[config.mk]
export PLATFORM = sky130hd
export DESIGN_NAME = sync_header_packet_receiver_flat
export DESIGN_NICKNAME = d
export VERILOG_FILES = /design/src/sv/shpr_pkg.sv /design/src/sv/shpr_if.sv /design/src/sv/shpr_fletcher.sv /design/src/sv/sync_header_packet_receiver.sv /design/src/flat_wrapper.sv
export SDC_FILE = /design/constraint.sdc
export NUM_CORES = 1
export LEC_CHECK = 0
export ABC_AREA = 0
export BUFFER_PORTS_ARGS = -buffer_cell sky130_fd_sc_hd__buf_2
export CAP_MARGIN = 20
export CORE_MARGIN = 2
export CORE_UTILIZATION = 60
export DETAILED_ROUTE_END_ITERATION = 6
export PLACE_DENSITY_LB_ADDON = 0.3
export RECOVER_POWER = 25
export SYNTH_ARGS = -nofsm -noshare
export SYNTH_HDL_FRONTEND = slang
export SYNTH_SLANG_ARGS = --single-unit
[constraint.sdc]
create_clock -name clk -period 6.9 [get_ports clk]
set_input_delay 0.69 -clock clk [delete_from_list [all_inputs] [get_ports clk]]
set_output_delay 0.69 -clock clk [all_outputs]
set_load 0.01 [all_outputs]
[src/sv/shpr_pkg.sv]
`default_nettype none

package shpr_pkg;

    localparam int unsigned BYTE_W   = 8;
    localparam int unsigned STATUS_W = 2;
    localparam int unsigned CFG_IDX_W = 2;

    // Fletcher modulus
    localparam logic [BYTE_W:0] FLETCHER_MOD = 9'd255;

    // status codes
    localparam logic [STATUS_W-1:0] STATUS_NOT_LAST    = 2'd0;
    localparam logic [STATUS_W-1:0] STATUS_OK          = 2'd1;
    localparam logic [STATUS_W-1:0] STATUS_BAD_SUM     = 2'd2;
    localparam logic [STATUS_W-1:0] STATUS_ZERO_OPCODE = 2'd3;

    // register indexes
    localparam logic [CFG_IDX_W-1:0] CFG_SYNC_HIGH  = 2'd0;
    localparam logic [CFG_IDX_W-1:0] CFG_SYNC_LOW   = 2'd1;
    localparam logic [CFG_IDX_W-1:0] CFG_MAX_LENGTH = 2'd2;

    typedef logic [BYTE_W-1:0] byte_t;

    typedef struct packed {
        byte_t first_sum;
        byte_t second_sum;
    } fletcher_t;

    typedef struct packed {
        byte_t                payload_byte;
        byte_t                byte_pos;
        logic                 last;
        logic [STATUS_W-1:0]  status;
    } result_t;

endpackage

`default_nettype wire

[src/sv/shpr_if.sv]
`default_nettype none

interface shpr_in_if;
    import shpr_pkg::*;

    logic  valid;
    logic  ready;
    byte_t rx_byte;

    modport source (output valid, output rx_byte, input ready);
    modport sink   (input valid, input rx_byte, output ready);
endinterface

interface shpr_out_if;
    import shpr_pkg::*;

    logic                valid;
    logic                ready;
    byte_t               payload_byte;
    byte_t               byte_pos;
    logic                last;
    logic [STATUS_W-1:0] status;

    modport source (output valid, output payload_byte, output byte_pos, output last,
                    output status, input ready);
    modport sink   (input valid, input payload_byte, input byte_pos, input last,
                    input status, output ready);
endinterface

interface shpr_cfg_if;
    import shpr_pkg::*;

    logic                 valid;
    logic                 ready;
    logic [CFG_IDX_W-1:0] index;
    byte_t                data;

    modport source (output valid, output index, output data, input ready);
    modport sink   (input valid, input index, input data, output ready);
endinterface

`default_nettype wire

[src/sv/shpr_fletcher.sv]
`default_nettype none

// One Fletcher-16 step, both sums mod 255.
module shpr_fletcher (
    input  wire shpr_pkg::fletcher_t sums,
    input  wire shpr_pkg::byte_t     data,
    output shpr_pkg::fletcher_t      sums_next
);
    import shpr_pkg::*;

    logic [BYTE_W:0] raw1;
    logic [BYTE_W:0] raw2;
    logic [BYTE_W:0] mod1;
    logic [BYTE_W:0] mod2;

    // each raw sum stays below 2*255, so one conditional subtract suffices
    always_comb
    begin
        raw1 = {1'b0, sums.first_sum} + {1'b0, data};
        mod1 = (raw1 >= FLETCHER_MOD) ? raw1 - FLETCHER_MOD : raw1;
        raw2 = {1'b0, sums.second_sum} + mod1;
        mod2 = (raw2 >= FLETCHER_MOD) ? raw2 - FLETCHER_MOD : raw2;
        sums_next.first_sum  = mod1[BYTE_W-1:0];
        sums_next.second_sum = mod2[BYTE_W-1:0];
    end

endmodule

`default_nettype wire

[src/sv/sync_header_packet_receiver.sv]
`default_nettype none

// Channel  Dir  Beat contents                             Handshake
// rx       in   rx_byte                                   valid/ready
// tx       out  payload_byte, byte_pos, last, status      valid/ready
// cfg      in   index (0 sync_high, 1 sync_low, 2 max_length), data   valid/ready
//
// One rx beat per cycle while rx.ready is high; payload bytes reach tx registered.
// Header bytes and hunting bytes produce no tx beat.
// Reset (rst_n low, async): hunting, window and sums cleared, sync bytes 0, limit 255.
// tx stalls are absorbed by a two-entry output buffer (output reg plus skid);
// rx.ready drops only while the skid entry is full. cfg is always ready.
module sync_header_packet_receiver (
    input  wire logic   clk,
    input  wire logic   rst_n,
    shpr_in_if.sink     rx,
    shpr_out_if.source  tx,
    shpr_cfg_if.sink    cfg
);
    import shpr_pkg::*;

    // configuration
    byte_t sync_high_reg;
    byte_t sync_low_reg;
    byte_t max_length_reg;

    // framing state
    byte_t     window_older_reg, window_older_next;
    byte_t     window_newer_reg, window_newer_next;
    logic      in_payload_reg, in_payload_next;
    byte_t     bytes_left_reg, bytes_left_next;
    byte_t     position_reg, position_next;
    fletcher_t sums_reg, sums_next;
    logic      opcode_zero_reg, opcode_zero_next;

    // output buffer
    result_t out_reg, out_next;
    logic    out_valid_reg, out_valid_next;
    result_t skid_reg, skid_next;
    logic    skid_valid_reg, skid_valid_next;

    fletcher_t step_sums;
    result_t   result;
    logic      accept;
    logic      produce;
    logic      take;
    logic      header_hit;
    logic      is_last;
    logic      opcode_zero_now;

    assign cfg.ready = 1'b1;
    assign rx.ready  = !skid_valid_reg;
    assign accept    = rx.valid && rx.ready;
    assign produce   = accept && in_payload_reg;
    assign take      = out_valid_reg && tx.ready;

    assign tx.valid        = out_valid_reg;
    assign tx.payload_byte = out_reg.payload_byte;
    assign tx.byte_pos     = out_reg.byte_pos;
    assign tx.last         = out_reg.last;
    assign tx.status       = out_reg.status;

    shpr_fletcher u_fletcher (
        .sums      (sums_reg),
        .data      (rx.rx_byte),
        .sums_next (step_sums)
    );

    // header: window matches ID bytes and length in 1..limit
    assign header_hit = (window_older_reg == sync_high_reg) &&
                        (window_newer_reg == sync_low_reg) &&
                        (rx.rx_byte != '0) &&
                        (rx.rx_byte <= max_length_reg);

    assign is_last         = (bytes_left_reg <= 8'd1);
    assign opcode_zero_now = (position_reg == '0) ? (rx.rx_byte == '0) : opcode_zero_reg;

    always_comb
    begin
        result.payload_byte = rx.rx_byte;
        result.byte_pos     = position_reg;
        result.last         = is_last;
        if (!is_last)
        begin
            result.status = STATUS_NOT_LAST;
        end
        else if (opcode_zero_now)
        begin
            result.status = STATUS_ZERO_OPCODE;
        end
        else if (step_sums != '0)
        begin
            result.status = STATUS_BAD_SUM;
        end
        else
        begin
            result.status = STATUS_OK;
        end
    end

    // framing state update
    always_comb
    begin
        window_older_next = window_older_reg;
        window_newer_next = window_newer_reg;
        in_payload_next   = in_payload_reg;
        bytes_left_next   = bytes_left_reg;
        position_next     = position_reg;
        sums_next         = sums_reg;
        opcode_zero_next  = opcode_zero_reg;
        if (accept)
        begin
            if (!in_payload_reg)
            begin
                if (header_hit)
                begin
                    in_payload_next   = 1'b1;
                    bytes_left_next   = rx.rx_byte;
                    position_next     = '0;
                    sums_next         = '0;
                    opcode_zero_next  = 1'b0;
                    window_older_next = '0;
                    window_newer_next = '0;
                end
                else
                begin
                    window_older_next = window_newer_reg;
                    window_newer_next = rx.rx_byte;
                end
            end
            else if (is_last)
            begin
                // packet done: back to hunting with a clean window
                in_payload_next   = 1'b0;
                window_older_next = '0;
                window_newer_next = '0;
                bytes_left_next   = '0;
                position_next     = '0;
                sums_next         = '0;
                opcode_zero_next  = 1'b0;
            end
            else
            begin
                bytes_left_next  = bytes_left_reg - 8'd1;
                position_next    = position_reg + 8'd1;
                sums_next        = step_sums;
                opcode_zero_next = opcode_zero_now;
            end
        end
    end

    // output buffer: skid only fills while out is stalled
    always_comb
    begin
        out_next        = out_reg;
        out_valid_next  = out_valid_reg;
        skid_next       = skid_reg;
        skid_valid_next = skid_valid_reg;
        if (!out_valid_reg || take)
        begin
            if (skid_valid_reg)
            begin
                out_next        = skid_reg;
                out_valid_next  = 1'b1;
                skid_valid_next = 1'b0;
            end
            else
            begin
                out_next       = result;
                out_valid_next = produce;
            end
        end
        else if (produce)
        begin
            skid_next       = result;
            skid_valid_next = 1'b1;
        end
    end

    always_ff @(posedge clk or negedge rst_n)
    begin
        if (!rst_n)
        begin
            sync_high_reg    <= '0;
            sync_low_reg     <= '0;
            max_length_reg   <= 8'd255;
            window_older_reg <= '0;
            window_newer_reg <= '0;
            in_payload_reg   <= 1'b0;
            bytes_left_reg   <= '0;
            position_reg     <= '0;
            sums_reg         <= '0;
            opcode_zero_reg  <= 1'b0;
            out_valid_reg    <= 1'b0;
            skid_valid_reg   <= 1'b0;
        end
        else
        begin
            if (cfg.valid)
            begin
                case (cfg.index)
                    CFG_SYNC_HIGH:  sync_high_reg  <= cfg.data;
                    CFG_SYNC_LOW:   sync_low_reg   <= cfg.data;
                    CFG_MAX_LENGTH: max_length_reg <= cfg.data;
                    default:        ;
                endcase
            end
            window_older_reg <= window_older_next;
            window_newer_reg <= window_newer_next;
            in_payload_reg   <= in_payload_next;
            bytes_left_reg   <= bytes_left_next;
            position_reg     <= position_next;
            sums_reg         <= sums_next;
            opcode_zero_reg  <= opcode_zero_next;
            out_valid_reg    <= out_valid_next;
            skid_valid_reg   <= skid_valid_next;
        end
    end

    // payload registers, no reset
    always_ff @(posedge clk)
    begin
        out_reg  <= out_next;
        skid_reg <= skid_next;
    end

endmodule

`default_nettype wire

[src/flat_wrapper.sv]
// flat-port wrapper written by rule: the top's interface ports become plain ports
module sync_header_packet_receiver_flat import shpr_pkg::*;
  (clk, rst_n, rx_valid, rx_rx_byte, rx_ready, tx_valid, tx_payload_byte, tx_byte_pos, tx_last, tx_status, tx_ready, cfg_valid, cfg_index, cfg_data, cfg_ready);
  shpr_in_if rx_i ();
  shpr_out_if tx_i ();
  shpr_cfg_if cfg_i ();
  input  wire logic clk;
  input  wire logic rst_n;
  input wire logic [$bits(rx_i.valid)-1:0] rx_valid;
  input wire logic [$bits(rx_i.rx_byte)-1:0] rx_rx_byte;
  output wire logic [$bits(rx_i.ready)-1:0] rx_ready;
  output wire logic [$bits(tx_i.valid)-1:0] tx_valid;
  output wire logic [$bits(tx_i.payload_byte)-1:0] tx_payload_byte;
  output wire logic [$bits(tx_i.byte_pos)-1:0] tx_byte_pos;
  output wire logic [$bits(tx_i.last)-1:0] tx_last;
  output wire logic [$bits(tx_i.status)-1:0] tx_status;
  input wire logic [$bits(tx_i.ready)-1:0] tx_ready;
  input wire logic [$bits(cfg_i.valid)-1:0] cfg_valid;
  input wire logic [$bits(cfg_i.index)-1:0] cfg_index;
  input wire logic [$bits(cfg_i.data)-1:0] cfg_data;
  output wire logic [$bits(cfg_i.ready)-1:0] cfg_ready;
  assign rx_i.valid = rx_valid;
  assign rx_i.rx_byte = rx_rx_byte;
  assign rx_ready = rx_i.ready;
  assign tx_valid = tx_i.valid;
  assign tx_payload_byte = tx_i.payload_byte;
  assign tx_byte_pos = tx_i.byte_pos;
  assign tx_last = tx_i.last;
  assign tx_status = tx_i.status;
  assign tx_i.ready = tx_ready;
  assign cfg_i.valid = cfg_valid;
  assign cfg_i.index = cfg_index;
  assign cfg_i.data = cfg_data;
  assign cfg_ready = cfg_i.ready;
  sync_header_packet_receiver u_core (.clk(clk), .rst_n(rst_n), .rx(rx_i), .tx(tx_i), .cfg(cfg_i));
endmodule
======== Word level (Yosys, flattened, before mapping) ========
Cells that the tools add are included.
word-level totals
  flip-flop bits (word level) ............. 114
  input bits .............................. 23
  logic and storage cells ................. 89
operators by class
  magnitude comparators ................... 4
  bitwise operators ....................... 1
  eq/ne operators ......................... 5
  multiplexer cells ....................... 30
  reduce and logical (&&, ||, !) cells .... 22
  add/sub/neg operators ................... 6
operator list
  kind                                                               count
  2-to-1 mux 8 bit                                                   12
  2-to-1 mux 16 bit                                                  3
  2-to-1 mux 19 bit                                                  1
  greater-or-equal comparator 9 x 8 -> 1 bit, second input constant  2
  equality test 8 bit                                                2
  zero test 8 bit                                                    2
  nonzero test 16 bit                                                1
  AND reduction 2 bit                                                6
  2-to-1 mux 1 bit                                                   10
  adder 8 x 8 -> 9 bit                                               1
  adder 8 x 9 -> 9 bit                                               1
  2-to-1 mux 9 bit                                                   1
  subtractor 9 x 8 -> 9 bit, second input constant                   1
  adder 8 x 1 -> 8 bit, second input constant                        1
  <= comparator 8 x 1 -> 1 bit, second input constant                1
  <= comparator 8 bit                                                1
  nonzero test 8 bit                                                 1
  subtractor 8 x 1 -> 8 bit, second input constant                   1
  subtractor 8 bit, second input constant                            1
  logical AND 1 bit                                                  6
  2-to-1 mux 2 bit                                                   3
  nonzero test 2 bit                                                 2
  equality test 2 x 1 -> 1 bit, second input constant                1
  equality test 2 bit, second input constant                         1
  5 further kinds                                                    6

======== Depth between registers and ports, before layout ========
Gate-level depths: netlist of run 1.
  depth after elaboration ................. 11
  depth in mapped cells ................... 25

======== Hierarchy ========
A second synthesis of run 1 with hierarchy kept.
second synthesis, totals
  cell total of the unflattened synthesis .. 595
  area total of the unflattened synthesis .. 6507.5 um2
by module, submodules not included
  module                       area each (um2)  cells each  times used  seq. area each (um2)
  sync_header_packet_receiver  5218.8           425         1           3052.9
  shpr_fletcher                1288.7           170         1           0.0

======== Worst setup path before layout of run 1 ========
OpenSTA, ideal clock, no wires.
  path type ............................... input port to flip-flop
  start ................................... in rx_rx_byte[0]
  end ..................................... reg u_core.skid_reg[1] (netlist name) (data pin)
  arrival time ............................ 6038 ps
  setup slack ............................. 595 ps
  library setup time ...................... 267 ps
  stages .................................. 24
  cells stage by stage .................... ha_1 -> fa_1 -> a211o_1 -> o21ai_0 -> xnor2_1 -> nor3_1 -> nand2_1 -> nor2_1 -> ha_1 -> nor2b_1 -> o21ai_1 -> and4_1 -> xnor2_1 -> ha_1 -> a21oi_1 -> o22a_1 -> nand2_1 -> a22oi_1 -> nand2_1 -> a2111oi_2 -> o21ai_2 -> a2111oi_4 -> and4_1 -> a21oi_1
RTL lines
  item                  line                                text
  from (decl)           flat_wrapper.sv:10                  input wire logic [$bits(rx_i.rx_byte)-1:0] rx_rx_byte;
  to (signal assigned)  sync_header_packet_receiver.sv:224  skid_reg <= skid_next;
  to (decl)             sync_header_packet_receiver.sv:39   result_t skid_reg, skid_next;

==> results of run 1 <==
==> critical path, delay by kind of cell (launching register included) <==
kind | cells | cell delay (ns)
flip-flops | 1 | 0.40
adder cells (fa/ha/maj) | 5 | 1.47
AND/OR/NAND/NOR | 8 | 1.42
AO/OA/AOI/OAI | 7 | 1.91
XOR/XNOR | 3 | 0.69
multiplexers | 1 | 0.29
buffers and inverters | 1 | 0.05
==> metrics by stage <==
step | setup TNS (ns) | cell area, sq um | hold slack (ns) | power, W | instances
after CTS | 0 | 7410 | 0.421 | 0.00390 | 803
after detailed placement | -0.196 | 6780 | 0.475 | 0.00293 | 771
after global placement | 0 | 6780 | 0.465 | 0.00284 | 771
after global routing | 0 | 7400 | 0.431 | 0.00421 | 803
final | 0 | 7400 | 0.428 | 0.00397 | 803
after floorplan | 0 | 6360 | 0.394 | 0.00244 | 594
==> path summary, 6_finish.rpt <==
check | slack [ns] | endpoint | startpoint
worst max-delay path | 0.38 | u_core.skid_reg[1] | u_core.sums_reg[8]
min in group asynchronous | 1.73 | u_core.sync_high_reg[1] | rst_n
worst min-delay path | 0.43 | u_core.sync_low_reg[5] | cfg_data[5]
max in group asynchronous | 2.85 | u_core.sums_reg[2] | rst_n
worst max register to register | 0.38 | u_core.skid_reg[1] | u_core.sums_reg[8]
worst min register to register | 0.50 | u_core.window_older_reg[6] | u_core.window_older_reg[6]
==> report_power, final <==
group	internal [W]	switching, W
logic	0.000814	0.00122
registers	0.000873	0.000123
clock network	0.000625	0.000307
total	0.00231	0.00165
==> repair_timing <==
item,4_1_cts,5_1_grt
hold buffers,0,0
setup endpoints to repair,0,9
gates resized for setup,0,2
==> synthesized netlist by cell type (4+ instances only) <==
cell type,n
a21oi_1,22
a22o_1,17
a22oi_1,5
a31oi_1,5
clkbuf_1,13
dfrtp_1,68
dfstp_2,8
edfxtp_1,38
ha_1,32
inv_1,34
mux2_2,34
mux2i_1,7
nand2_1,63
nand2b_1,4
nand3_1,14
nand3b_1,4
nand4_1,5
nor2_1,33
nor2b_1,7
nor3_1,13
o21ai_0,51
or3_1,5
xnor2_1,35
xor2_1,9
==> layer usage <==
metal  part of all wire [%]  vias up  global-route usage (%)
met3                    6.2       40                    6.57
li1                       -     2259                       -
met1                     41     2433                    36.7
met5                      0        -                       0
met2                     50      202                    48.2
met4                    2.5        0                    12.3
==> final cells by class <==
cell class	count	area [sq um]	share of cell area, %
inverter	34	128	1.73
clock inverter	13	190	2.57
tap	136	170	2.30
timing repair buffer	56	290	3.92
clock buffer	19	432	5.83
multi-input combinational	431	3140	42.4
sequential	114	3050	41.3
==> cell families after synthesis <==
family          synth area share (%)
fa+ha+maj                       6.93
compound gates                  14.7
simple gates                    13.4
buf+inv                         2.95
flops                           48.0
mux                             7.13
other cells                   0.0590
xor+xnor                        6.83
==> metrics.md, run 1 <==
| Metric | Value |
|---|---|
| Site row count | 37 |
| Status | complete, but fails checks |
| Post-layout util | 71.7% |
| Worst skew pair latency | 0.53 ns |
| Total gr overflow | 0 |
| Slowest CP cell | a2111oi_4 |
| Hpwl dp | 10000 um |
| Setup WS post-layout | 0.381 ns |
| Pin count of the biggest net entering global routing | 77 |
| DRT Pass-1 Iters | 7 |
| # DRC | 11 |
| Setup Skew | 0.00974 ns |
| Htree depth | 4 |
| Crit start category | flip-flop |
| Yosys reg bits | 114 |
| Maxcap violations | 1 |
| IO Pins | 45 |
| Full die area | 0.0114 sq mm |
| Peak VDD IR | 351 uV |
| Final #Nets | 711 |
| Post-route ant nets | 0 |
| Required @ worst endpoint | 7.16 ns |
| Highest Clock Rate | 0.153 GHz |
| Unrepaired setup endpoints after global routing | false |
| Layout area overhead | 16.4% |
| PortBufs | 43 |
| Critical path capture point type | flip-flop |
| Initial Util | 61.6% |
| CTS clk-pin slew, worst paths | 0.06 ns |
| Most used DFF post-synth | dfrtp_1 |
| Clock sink count | 114 |
| Largest register FFs | 19 |
| Synth unique cells | 68 |
| Hold Fails Final Rpt | 0 |
| Relative slew slack | -177% |
| Maximum clock path buffer count | 2 |
| Most frequent cells in the layout | dfrtp_1, nand2_1, o21ai_0, edfxtp_1, xnor2_1 |
| Failing checks | design-rule violations, max-capacitance violations, max-slew violations |
| RePlAce Congestion | 0.927 |
| Worst EP arrival | 6.78 ns |
| CTS tree | yes |
| Share of cells above drive strength 1 | 20.4% |
| Final setup fails | 0 |
| CTS Root Cell | clkbuf_8 |
| Setup Fix Bufs, Post-CTS | 0 |
| Commonest non-fill, non-tap cell in the layout | dfrtp_1 |
| Total GRT Usage | 29.0% |
| Slew Limit Fails | 77 |
| First-pass GRT wire length | 25200 um |
| Vias in the first global route | 4987 |
| Crit-path max FO | 6 |
| Die height | 107 um |
| Core area | 0.0103 sq mm |
| Post-Synthesis Cells | 594 |
| Cell taking the most area after synthesis | dfrtp_1 |
| Post-Syn Area | 0.00636 sq mm |
| Minimum clock period | 6.52 ns |
| Pre-CTS setup slack | -0.0955 ns |
| Hold Path Class | in2reg |
| Area contributors post-synth | dfrtp_1, edfxtp_1, ha_1 |
| Reg2reg path depth | 25 |
| Fin crit share | 94.5% |
| Hold depth | 2 |
| Avg Vias per Cell | 6.14 |
| Crit path top cell by count | ha_1 |
| Antenna fix cells | 0 |
| Mapped Avg Cell Area | 10.7 sq um |
| CTS buffer count | 17 |
| Asr flop ratio synth | 66.7% |
| Post-synthesis sequential area ratio | 48.0% |
| Vias after detailed routing | 4934 |
| Mapped Nets | 651 |
| Final wirelength | 15500 um |
| Initial DRC Count | 425 |
| Avg WL per Cell | 19.3 um |
| CP max stage delay | 0.51 ns |
| Pwr/cell area | 536 mW/mm^2 |
| Top cell type's share of synthesized area | 26.8% |
| Die Wd | 107 um |
| Ys Warns | 0 |
| Leakage | 3.13 nW |
| Post-synth EDFFs | 38 |
| Antenna violations before repair | 0 |
| Critical path class | reg2reg |
| Worst slew pin tran | 4.15 ns |
| Filler Cells Inserted | 704 |
Power figures use the tool's default switching activity.
==> inputs of run 2 (changes only) <==
--- a/config.mk
+++ b/config.mk
@@ -12,5 +12,5 @@
 export CORE_UTILIZATION = 60
 export DETAILED_ROUTE_END_ITERATION = 6
-export PLACE_DENSITY_LB_ADDON = 0.3
+export PLACE_DENSITY = 0.76
 export RECOVER_POWER = 25
 export SYNTH_ARGS = -nofsm -noshare
==> constraint.sdc (replaced) <==
create_clock -name clk -period 6.9 [get_ports clk]
set_input_delay 0.345 -clock clk [delete_from_list [all_inputs] [get_ports clk]]
set_output_delay 0.345 -clock clk [all_outputs]
set_load 0.01 [all_outputs]
==> metrics.md, run 2 (synthesis results as in run 1) <==
| Metric | Value |
|---|---|
| Status | complete, but fails checks |
| Failing checks | max-capacitance violations, max-slew violations |
| Avg WL per Cell | 18.6 um |
| Hold depth | 2 |
| Die height | 107 um |
| Cts repair resizes | 0 |
| Site row count | 37 |
| Inst Count DP | 764 |
| Peak VDD IR | 276 uV |
| Crit-path max FO | 8 |
| # hold bufs at CTS | 0 |
| CTS tree | yes |
| # DRC | 0 |
| CTS Root Cell | clkbuf_8 |
| FF+latch area | 0.00305 sq mm |
| Relative slew slack | -175% |
| IO Pins | 45 |
| Layout area overhead | 15.1% |
| Leakage | 3.08 nW |
| Worst EP arrival | 6.64 ns |
| Share of cells above drive strength 1 | 20.3% |
| CTS clk-pin slew, worst paths | 0.06 ns |
| Hpwl dp | 9620 um |
| Hold Path Class | in2reg |
| Worst slew pin tran | 4.13 ns |
| Slew Limit Fails | 77 |
| CTS buffer count | 17 |
| Setup Skew | 0.0114 ns |
| Total gr overflow | 0 |
| Multi-input combinational cell area | 0.00314 sq mm |
| Maxcap violations | 1 |
| Avg Vias per Cell | 6.13 |
| Setup TNS Final | 0 ns |
| PortBufs | 43 |
| Clock sink count | 114 |
| Fin crit share | 92.7% |
| Filler Cells Inserted | 722 |
| GRT met3 Usage | 5.41% |
| Crit start category | flip-flop |
| Full die area | 0.0114 sq mm |
| R2R Setup Slk | 0.50 ns |
| Setup Fix Bufs, Post-CTS | 0 |
| Vias in the first global route | 4879 |
| CP max stage delay | 0.52 ns |
| Met2 Track Usage GR | 44.2% |
| Critical path capture point type | flip-flop |
| Pin count of the biggest net entering global routing | 77 |
| Reg2reg path depth | 25 |
| Critical path class | reg2reg |
| Hold Fails Final Rpt | 0 |
| Post-route ant nets | 0 |
| Core area | 0.0103 sq mm |
| RePlAce Congestion | 0.873 |
| Unrepaired setup endpoints after global routing | false |
| Most Crowded Layer GR | met2 |
| Final #Nets | 705 |
| Critical path buffer and inverter count | 1 |
| Required @ worst endpoint | 7.14 ns |
| Final wirelength | 14800 um |
| Initial DRC Count | 322 |
| Maximum clock path buffer count | 2 |
| Non-filler cells, final | 797 |
| DRT Pass-1 Iters | 5 |
| Reg2reg start | u_core.sums_reg[8] |
| Met1 GRT Util | 35.0% |
| Highest Clock Rate | 0.156 GHz |
| Crit-path leading delay family | compound AO/OA/AOI/OAI gates |
| WHS Endpoint | u_core.sync_high_reg[5] |
| First-pass GRT wire length | 23800 um |
| Commonest non-fill, non-tap cell in the layout | dfrtp_1 |
| Initial Util | 61.6% |
| Pwr/cell area | 517 mW/mm^2 |
| Most frequent cells in the layout | dfrtp_1, nand2_1, o21ai_0, edfxtp_1 |
| Vias after detailed routing | 4884 |
| Total GRT Usage | 27.1% |
| Antenna fix cells | 0 |
| Die Wd | 107 um |
| Largest register FFs | 19 |
| Final setup fails | 0 |
| Crit path top cell by count | ha_1 |
| HP Start | cfg_data[5] |
| Worst skew pair latency | 0.51 ns |
| Htree depth | 4 |
| Slowest CP cell | a2111oi_4 |
| Minimum clock period | 6.40 ns |
| Worst r2r dst | u_core.skid_reg[1] |
| Antenna violations before repair | 0 |
run 2: final cells by class:
type / instances / share of cell area (%)
clock buffer: 19 / 5.76
clock inverter: 13 / 1.97
inverter: 34 / 1.74
multi-input combinational: 431 / 43.0
sequential: 114 / 41.7
tap: 136 / 2.33
timing repair buffer: 50 / 3.47
run 2: metal layers:
metal	wire length, um	vias to the layer above
met3	737	37
li1	-	2260
met4	316	0
met5	0	-
met1	6300	2421
met2	7480	166
run 2: power breakdown:
part / switching (W) / internal (W)
registers: 0.000126 / 0.000873
clock network: 0.000301 / 0.000542
logic: 0.00117 / 0.000771
run 2: worst max path at each step:
| stage | start | to | slack (ns) | depth (start not counted) |
|---|---|---|---|---|
| CTS | u_core.sums_reg[8] | u_core.skid_reg[1] | 0.08 | 24 |
| finish | u_core.sums_reg[8] | u_core.skid_reg[1] | 0.50 | 25 |
| global route | u_core.sums_reg[8] | u_core.skid_reg[1] | 0.07 | 24 |
| global placement | rx_rx_byte[0] | u_core.skid_reg[1] | 0.39 | 25 |
| floorplan | u_core.sums_reg[8] | u_core.skid_reg[1] | 0.93 | 24 |
| detailed placement | rx_rx_byte[0] | u_core.skid_reg[1] | 0.02 | 25 |
run 2: through the flow:
step / util, % / total power (W) / area, sq um / setup WS (ns) / hold WS [ns]
after global placement: 65.2 / 0.00278 / 6730 / 0.391 / 0.464
final: 70.9 / 0.00378 / 7310 / 0.501 / 0.0978
after global routing: 70.9 / 0.00403 / 7310 / 0.0674 / 0.0840
after CTS: 70.7 / 0.00373 / 7300 / 0.0768 / 0.0346
after floorplan: - / 0.00244 / 6360 / 0.931 / 0.0494
after detailed placement: 65.2 / 0.00285 / 6730 / 0.0250 / 0.484
==> inputs of run 3 (changes only) <==
==> constraint.sdc (replaced) <==
create_clock -name clk -period 6.9 [get_ports clk]
set_input_delay 1.035 -clock clk [delete_from_list [all_inputs] [get_ports clk]]
set_output_delay 1.035 -clock clk [all_outputs]
set_load 0.01 [all_outputs]
==> metrics.md, run 3 (synthesis results as in run 1) <==
| Metric | Value |
|---|---|
| PortBufs | 43 |
| CTS tree | yes |
| Final instance area | 0.00745 sq mm |
| Slew Limit Fails | 77 |
| Largest register FFs | 19 |
| Die height | 107 um |
| Setup Fix Bufs, Post-CTS | 0 |
| Setup Skew | 0.00892 ns |
| Maximum clock path buffer count | 2 |
| Peak VDD IR | 422 uV |
| Setup TNS Final | 0 ns |
| Clock sink count | 114 |
| Avg Vias per Cell | 6.13 |
| Htree depth | 4 |
| Final setup fails | 0 |
| Share of cells above drive strength 1 | 22.2% |
| Combinational power share | 52.9% |
| Fin crit share | 91.4% |
| Switch share | 41.5% |
| IO Pins | 45 |
| Minimum clock period | 6.31 ns |
| Die Wd | 107 um |
| Most frequent cells in the layout | dfrtp_1, nand2_1, o21ai_0, edfxtp_1, buf_2 |
| Clock power share | 21.9% |
| First-pass GRT wire length | 25000 um |
| Vias after detailed routing | 5000 |
| Commonest non-fill, non-tap cell in the layout | dfrtp_1 |
| Highest Clock Rate | 0.159 GHz |
| Hpwl dp | 10300 um |
| Relative slew slack | -174% |
| Non-filler cells, final | 815 |
| Final wirelength | 15400 um |
| Pint | 0.00232 W |
| Maxcap violations | 1 |
| Placed inst area | 0.00687 sq mm |
| Crit start category | primary input |
| Vias in the first global route | 5002 |
| CTS Root Cell | clkbuf_8 |
| Critical path capture point type | flip-flop |
| Avg WL per Cell | 18.9 um |
| Leakage | 3.16 nW |
| Sw power | 0.00165 W |
| # DRC | 0 |
| Flop pwr share | 25.2% |
| Failing checks | max-capacitance violations, max-slew violations |
| Core area | 0.0103 sq mm |
| Status | complete, but fails checks |
| CP max stage delay | 0.50 ns |
| Final #Nets | 723 |
| CTS buffer count | 17 |
| Layout area overhead | 17.2% |
| Worst slew pin tran | 4.11 ns |
| Worst skew pair latency | 0.51 ns |
| Required @ worst endpoint | 7.15 ns |
| Pwr/cell area | 533 mW/mm^2 |
| Site row count | 37 |
| CTS clk-pin slew, worst paths | 0.06 ns |
| DRT Pass-1 Iters | 6 |
| Crit-path max FO | 5 |
| RePlAce Congestion | 0.890 |
| Total GRT Usage | 28.6% |
| Full die area | 0.0114 sq mm |
| Post-route ant nets | 0 |
| Antenna violations before repair | 0 |
| Worst EP arrival | 6.55 ns |
| Initial Util | 61.6% |
| Initial DRC Count | 426 |
| Total gr overflow | 0 |
| Pin count of the biggest net entering global routing | 77 |
| Antenna fix cells | 0 |
| Inst Count DP | 782 |
| Slowest CP cell | a2111oi_4 |
| Hold Path Class | reg2reg |
| Critical path class | in2reg |
| Hold Fails Final Rpt | 0 |
run 3: power by group through the flow:
stage | registers (W) | clock network [W] | logic [W]
finish | 0.000998 | 0.000869 | 0.00210
global placement | 0.000991 | 0 | 0.00197
CTS | 0.000994 | 0.000878 | 0.00206
global route | 0.00102 | 0.000909 | 0.00232
floorplan | 0.000977 | 0 | 0.00147
detailed placement | 0.000996 | 0 | 0.00202
run 3: path summary, 6_finish.rpt:
path,slack (ns),start,cells past startpoint,end
max,0.59,rx_rx_byte[0],26,u_core.skid_reg[1]
min,0.51,u_core.sums_reg[15],2,u_core.sums_reg[15]
max reg2reg,0.88,u_core.sums_reg[8],25,u_core.skid_reg[1]
min reg2reg,0.51,u_core.sums_reg[15],2,u_core.sums_reg[15]
max in group asynchronous,2.63,rst_n,1,u_core.window_older_reg[3]
min in group asynchronous,1.96,rst_n,1,u_core.bytes_left_reg[4]
run 3: final cells by class:
cell class              instances  area [sq um]
clock inverters                14           164
well taps                     136           170
fillers                       726          2870
repair buffers                 68           380
clock buffers                  18           418
multi-input cells             431          3140
inverters                      34           128
flip-flops and latches        114          3050
run 3: what timing repair did:
action / CTS / global route
gates resized for setup: 0 / 2
setup endpoints to repair: 0 / 7
hold buffers: 0 / 0
run 3: metal layers:
metal  vias to the layer above  track usage (%)  part of all wire, %
met5                         -                0                    0
met4                         0             12.9                  2.9
li1                       2290                -                    -
met3                        43             5.96                  6.6
met1                      2433             38.0                   42
met2                       234             45.6                   48
run 3: per-stage QoR:
step,setup slack (ns),total power (W),hold slack (ns),utilization [%]
3_3_place_gp,0.181,0.00296,0.463,66.5
2_1_floorplan,0.250,0.00244,0.449,-
3_5_place_dp,-0.00875,0.00302,0.476,66.5
4_1_cts,0.477,0.00393,0.511,72.2
6_report,0.594,0.00397,0.507,72.2
5_1_grt,-0.0121,0.00424,0.542,72.2
run 3: worst max-delay path, delay by kind of cell:
family                   cells  cell delay, ns
AO/OA/AOI/OAI               10            2.47
XOR/XNOR                     1            0.14
multiplexers                 1            0.35
buffers and inverters        3            0.41
AND/OR/NAND/NOR              7            1.03
adder cells (fa/ha/maj)      4            1.13
